--- src/rtl/nnks_ram.sv ---
// Generic single-port-write, single-read synchronous RAM with registered read.
`default_nettype none
module nnks_ram #(
  parameter int WIDTH = 16,
  parameter int DEPTH = 64
) (
  input  wire logic                     clk,
  input  wire logic                     we,
  input  wire logic [$clog2(DEPTH)-1:0] waddr,
  input  wire logic [WIDTH-1:0]         wdata,
  input  wire logic [$clog2(DEPTH)-1:0] raddr,
  output logic      [WIDTH-1:0]         rdata
);
  logic [WIDTH-1:0] mem [DEPTH];
  always_ff @(posedge clk) begin
    if (we) mem[waddr] <= wdata;
    rdata <= mem[raddr];
  end
endmodule
`default_nettype wire

--- config.mk ---
export PLATFORM = sky130hd
export DESIGN_NAME = nnks_ram
export DESIGN_NICKNAME = d
export VERILOG_FILES = /design/src/rtl/nnks_ram.sv
export SDC_FILE = /design/constraint.sdc
export NUM_CORES = 1
export LEC_CHECK = 0
export CAP_MARGIN = 5
export CORE_MARGIN = 2
export CORE_UTILIZATION = 60
export DETAILED_ROUTE_END_ITERATION = 8
export DONT_BUFFER_PORTS = 1
export PLACE_DENSITY = 0.76
export SLEW_MARGIN = 30
export SYNTH_ARGS = -nofsm -noshare
export SYNTH_HDL_FRONTEND = slang
export SYNTH_SLANG_ARGS = --single-unit
export TNS_END_PERCENT = 50
--- constraint.sdc ---
create_clock -name clk -period 4.4 [get_ports clk]
set_clock_uncertainty 0.05 [all_clocks]
set_input_delay 0.44 -clock clk [delete_from_list [all_inputs] [get_ports clk]]
set_output_delay 0.44 -clock clk [all_outputs]
set_load 0.05 [all_outputs]
After elaboration in Yosys (flattened, before gate mapping)
Memory sizes are Yosys's and may differ from the RTL's. A register that Yosys moved wholly into a read port is not among the register bits.
Index checks and enable logic that the tools add are counted.
{"block": "totals", "memories": 1, "out_inout_bits": 16, "mem_bits_rw": 1024, "in_bits": 30, "reg_bits": 0, "elab_cells": 3}
{"name": "mem", "words": 64, "width": 16, "rd": 1, "rd_ports_with_merged_regs": 1, "write_ports": 1, "line_no": "14", "rtl": "logic [WIDTH-1:0] mem [DEPTH];"}
{"block": "op_classes", "muxes": 2}
{"op": "$mux W1", "n": 2}

Depth between registers and ports, before layout
Gate-level depths: netlist of run 1.
{"block": "logic_depth", "ltp_word": 2, "mapped_depth": 10, "mapped_depth_nobuf": 5}

Worst setup path after synthesis of run 1
No wires, ideal clock.
{"block": "synth_timing", "kind": "input to register", "startpoint": "input waddr[3]", "endpoint": "memory mem[48][0], enable pin", "arrival_ns": 2.066, "setup_slack_ns": 1.875, "setup_ns": 0.409, "stages": 4, "t_required_ns": 3.941, "n_path_buf": 1, "path_cell_list": "clkbuf_1 nor2b_1 nand4b_1 nor3_1"}
{"item": "start: declaration", "line_no": "9", "rtl": "input wire logic [$clog2(DEPTH)-1:0] waddr,"}
{"item": "end: declaration", "line_no": "14"}
No word-level cell before the write port.

==> impl_metrics.json, run 1 <==
{
  "core-area_um2": 65900,
  "layout_commonest_cell": "edfxtp_1",
  "yosys.area.top_type": "edfxtp_1",
  "synth.top_cell.area_share_pct": 76.8,
  "grt_use_total_pct": 26.8,
  "overflow": 0,
  "crit_path_end_kind": "flop",
  "placed_area_um2": 40900,
  "grt_max_degree": 261,
  "vias": 19000,
  "critical_path_class": "reg -> reg",
  "insertion_delay_ns": 0.67,
  "cts_setup_buffers": 0,
  "finalCriticalPeriod_ns": 2.19,
  "htree_levels": 3,
  "mappedNetlistNets": 1859,
  "postCtsHoldBufs": 18,
  "first_pass_iters": 7,
  "cts.repair.resized": 0,
  "drv_cap": 0,
  "fin_util_pct": 67.7,
  "finalSetupTns_ns": 0,
  "clk_pin_slew_ns": 0.06,
  "leakage_nw": 14.1,
  "cts_tree": "done",
  "synth_area_um2": 40000,
  "peakVddDrop_v": 0.000316,
  "seq_area_frac_synth_pct": 77.6,
  "start_util_pct": 60.8,
  "fin_nets": 1940,
  "die_height_um": 262,
  "wl_per_cell_um": 31.8,
  "synthFlopType": "edfxtp_1",
  "status": "finished clean",
  "min_path_cells": 1,
  "viasPerCell": 6.66,
  "die_w_um": 262,
  "post-route-period-util_pct": 49.9,
  "final_cell_mix": "edfxtp_1 (1024), mux4_2 (220), clkbuf_16 (100), mux2i_1 (85), nor2_1 (69)",
  "area_delta_synth_final_pct": 11.4,
  "diodes": 0,
  "numCtsBuffers": 98,
  "rsz0062_at_grt": "false",
  "synth-seq-cells": 1040,
  "crit_fanout": 1,
  "post_synth.cell_area_avg_um2": 21.9,
  "setup_viol": 0,
  "ant_nets": 0,
  "antenna_found_initial": 2,
  "cp.required_ns": 4.86,
  "io_pins": 46,
  "clock.fmax_mhz": 456,
  "synthCells": 1829,
  "gp_congestion": 0.843,
  "yosysWarnings": 0,
  "max-slew-margin-rel_pct": 34.5,
  "drive_above_1_share_pct": 24.2,
  "startpoint_type": "flop",
  "rows": 94,
  "rr_worst_depth": 5,
  "finalInstanceArea_um2": 44600,
  "grt_pass1_wl_mm": 133,
  "ys_top_cells_by_area": "edfxtp_1 (77%), mux4_2 (12%), mux2i_1 (2.1%), dfxtp_1 (0.80%), mux2_2 (0.76%)",
  "tightest_slew_ns": 0.972,
  "die_area_um2": 68800,
  "hpwl_mm": 48.8,
  "p_per_area_nw_per_um2": 455,
  "portBuffers": 0,
  "grt_pass1_vias": 19400,
  "ctsRootBufferMaster": "clkbuf_16",
  "hold_violations": 0,
  "cts_sinks": 1040,
  "clock_path_buffers": 3,
  "synth_edf_count": 1024,
  "yosysUniqueCellTypes": 43,
  "synthArstFlopShare_pct": 0,
  "finalPower_mw": 20.3,
  "drt_iter0_markers": 2256,
  "wl_mm": 90.8,
  "hold_path.class": "in -> reg",
  "whs_ns": 0.0241,
  "slew_viol_final": 0,
  "worstPathArrival_ns": 2.66,
  "drc_errors": 0
}
## where the power goes
group          internal (mW)  switching [mW]
clock                   4.85            3.55
combinational          0.351           0.431
sequential              11.0           0.128
## worst max-delay path: stages (launching register included)
cell	delay (ns)
edfxtp_1	0.37
mux4_2	0.47
nor2b_1	0.16
a211o_1	0.31
a31oi_1	0.55
a311oi_1	0.14
## layout make-up
class / count / area (µm²)
clock inverters: 51 / 582
well taps: 864 / 1080
flip-flops and latches: 1040 / 31100
multi-input cells: 685 / 8280
repair buffers: 85 / 972
clock buffers: 128 / 2620
fillers: 3942 / 21300
## registers in the layout, indices dropped and copies added (netlist names)
register and cells:
mem 1024, rdata 16
## synth_stat cells, drive strengths merged (6+ instances only)
cell type,n
nor2,74
nand2,60
a21oi,17
a221oi,16
nor2b,30
nand3,24
mux4,224
nand4,12
a22o,6
o21ai,8
dfxtp,16
buf,77
a221o,6
mux2i,85
a211o,8
clkbuf,27
edfxtp,1024
mux2,27
a22oi,39
a311oi,8
a211oi,8
a31oi,8
## metrics by stage
| stage | setup slack, ns | instances |
|---|---|---|
| 2_1_floorplan | 1.88 | 1829 |
| 3_3_place_gp | 1.91 | 2653 |
| 3_5_place_dp | 2.00 | 2653 |
| 4_1_cts | 2.25 | 2850 |
| 5_1_grt | 2.17 | 2853 |
| 6_report | 2.21 | 2853 |
## logic make-up after synthesis
group | after synthesis | synth area share (%)
compound gates | 129 | 2.41
buf+inv | 104 | 1.83
flops | 1040 | 77.6
mux | 336 | 15.5
simple gates | 220 | 2.65
## layer usage
layer | global-route usage (%) | up-vias | part of all wire [%] | routed length [µm]
met2 | 42.4 | 1073 | 49 | 44600
li1 | - | 7828 | - | -
met1 | 36.0 | 9883 | 36 | 32900
met5 | 0 | - | 0 | 0
met4 | 9.97 | 0 | 3.7 | 3340
met3 | 7.51 | 213 | 11 | 10000
## worst paths after layout
kind	slack, ns	start	end
worst max register to register	2.21	mem[10][0]	rdata[0]
worst min-delay path	0.02	waddr[1]	mem[49][8]
worst max-delay path	2.21	mem[10][0]	rdata[0]
worst min register to register	0.80	mem[62][12]	rdata[12]
(Power assumes the default switching activity.)
==> run 2, diff against run 1 <==
==> constraint.sdc (replaced) <==
create_clock -name clk -period 2.2 [get_ports clk]
set_clock_uncertainty 0.05 [all_clocks]
set_input_delay 0.22 -clock clk [delete_from_list [all_inputs] [get_ports clk]]
set_output_delay 0.22 -clock clk [all_outputs]
set_load 0.05 [all_outputs]
==> run 2 against run 1 <==
Effect of this change: the run now ends with setup timing left; total power up 99%; utilization up 0.92 points; clock power up 98%; sequential cell count unchanged; cell area up 1.4%; non-clock buffer count up 72; global-route usage up 0.32 points; via count up 2.2%; worst hold slack worse by 0.010 ns; die area unchanged; sequential share of layout area down 0.93 points.
==> impl_metrics.json, run 2 (synthesized netlist as in run 1, its figures left out) <==
{
  "wl_per_cell_um": 31.7,
  "finalSetupTns_ns": -1.26,
  "status": "finished with violations",
  "crit_path_end_kind": "flop",
  "drc_errors": 0,
  "grt_pass1_vias": 19600,
  "vias": 19400,
  "die_w_um": 262,
  "max-slew-margin-rel_pct": 4.80,
  "crit_fanout": 260,
  "io_pins": 46,
  "first_pass_iters": 8,
  "setup_viol": 13,
  "start_util_pct": 60.8,
  "clock_path_buffers": 3,
  "whs_ns": 0.0141,
  "cp.required_ns": 2.65,
  "layout_commonest_cell": "edfxtp_1",
  "hold_start": "raddr[5]",
  "clock.fmax_mhz": 411,
  "drt_iter0_markers": 2499,
  "ff2ff_setup_slack_ns": -0.02,
  "drv_cap": 0,
  "diodes": 0,
  "rr_worst_depth": 4,
  "tightest_slew_ns": 1.43,
  "violations": "setup timing",
  "drive_above_1_share_pct": 25.4,
  "portBuffers": 0,
  "antenna_found_initial": 1,
  "fin_nets": 2012,
  "overflow": 0,
  "gp_congestion": 0.862,
  "rsz0062_at_grt": "false",
  "top_regs": "mem (1024), rdata (16)",
  "worstPathArrival_ns": 2.88,
  "post-route-period-util_pct": 111,
  "wl_mm": 92.8,
  "leakage_nw": 14.4,
  "holdPathEnd": "rdata[3]",
  "finalPower_mw": 40.4,
  "numCtsBuffers": 98,
  "peakVddDrop_v": 0.000628,
  "insertion_delay_ns": 0.66,
  "ctsRootBufferMaster": "clkbuf_16",
  "dp_slack_ns": 0.0585,
  "ant_nets": 0,
  "hold_violations": 0,
  "nFillCells": 3876,
  "grt_max_degree": 261,
  "grt_pass1_wl_mm": 134,
  "startpoint_type": "input pin",
  "p_per_area_nw_per_um2": 895,
  "largest_register_ffs": 1024,
  "die_area_um2": 68800,
  "fin_util_pct": 68.6,
  "cts_tree": "done",
  "cts_sinks": 1040,
  "hpwl_mm": 49.1,
  "critical_path_class": "in -> reg",
  "htree_levels": 3,
  "top_register": "mem",
  "die_height_um": 262,
  "final_cell_mix": "edfxtp_1 (1024), mux4_2 (220), buf_4 (109), clkbuf_16 (100), mux2i_1 (84)",
  "core-area_um2": 65900,
  "timing.final.ws_setup_ns": -0.231,
  "area_delta_synth_final_pct": 12.9,
  "finalCriticalPeriod_ns": 2.43,
  "slew_viol_final": 0,
  "rows": 94,
  "min_path_cells": 2,
  "clk_pin_slew_ns": 0.06,
  "grt_use_total_pct": 27.1,
  "r2r-start": "mem[63][11]",
  "hold_path.class": "in -> reg",
  "viasPerCell": 6.63,
  "timing.rr.end": "rdata[11]"
}
[run 2: cell count changes in the layout (fill, tap and decap cells not counted), moves of 4 or more]
cell	change
clkinv_1	+6
buf_4	+45
clkinv_4	+4
dlygate4sd3_1	+22
clkinv_2	-7
buf_12	+6
clkbuf_8	+4
[run 2: where the power goes]
part / internal (mW) / switching, mW
clock network: 9.47 / 7.08
logic: 0.782 / 0.951
registers: 21.9 / 0.227
[run 2: worst max-delay path by stage]
stage	from	end	slack, ns
2_1_floorplan	waddr[5]	mem[39][0]	-0.03
3_3_place_gp	raddr[0]	rdata[15]	0.09
3_5_place_dp	mem[29][15]	rdata[15]	0.06
4_1_cts	mem[7][3]	rdata[3]	0.05
5_1_grt	mem[2][0]	rdata[0]	0.05
6_report	raddr[0]	rdata[15]	-0.23
[run 2: layout make-up]
cell class | instances | area (µm²) | share of cell area, %
clock buffer | 132 | 2670 | 5.91
clock inverter | 47 | 479 | 1.06
multi-input combinational | 685 | 8270 | 18.3
sequential | 1040 | 31100 | 68.7
tap | 864 | 1080 | 2.39
timing repair buffer | 157 | 1640 | 3.63
[run 2: repair_timing]
action | 4_1_cts | 5_1_grt
resized for setup | 0 | 3
endpoints found under the hold margin | 1104 | 1
setup buffers | 0 | 0
hold buffers | 40 | 2
setup endpoints to repair | 0 | 3
[run 2: routing by layer]
layer / part of all wire, % / vias up / GRT usage (%)
met5: 0.0097 / - / 0
met4: 4.2 / 2 / 11.0
met2: 48 / 1078 / 42.7
met3: 9.7 / 191 / 5.65
met1: 38 / 10200 / 37.7
li1: - / 7977 / -
[run 2: through the flow]
stage,area [µm²],instances
6_report,45200,2925
3_3_place_gp,41300,2704
3_5_place_dp,41300,2704
4_1_cts,45200,2923
5_1_grt,45200,2925
2_1_floorplan,40100,1829
[run 2: critical path: stages]
cell      delay, ns
mux4_2         1.00
mux2i_2        0.33
nand3_1        0.12
a31oi_1        0.40
a311oi_1       0.16
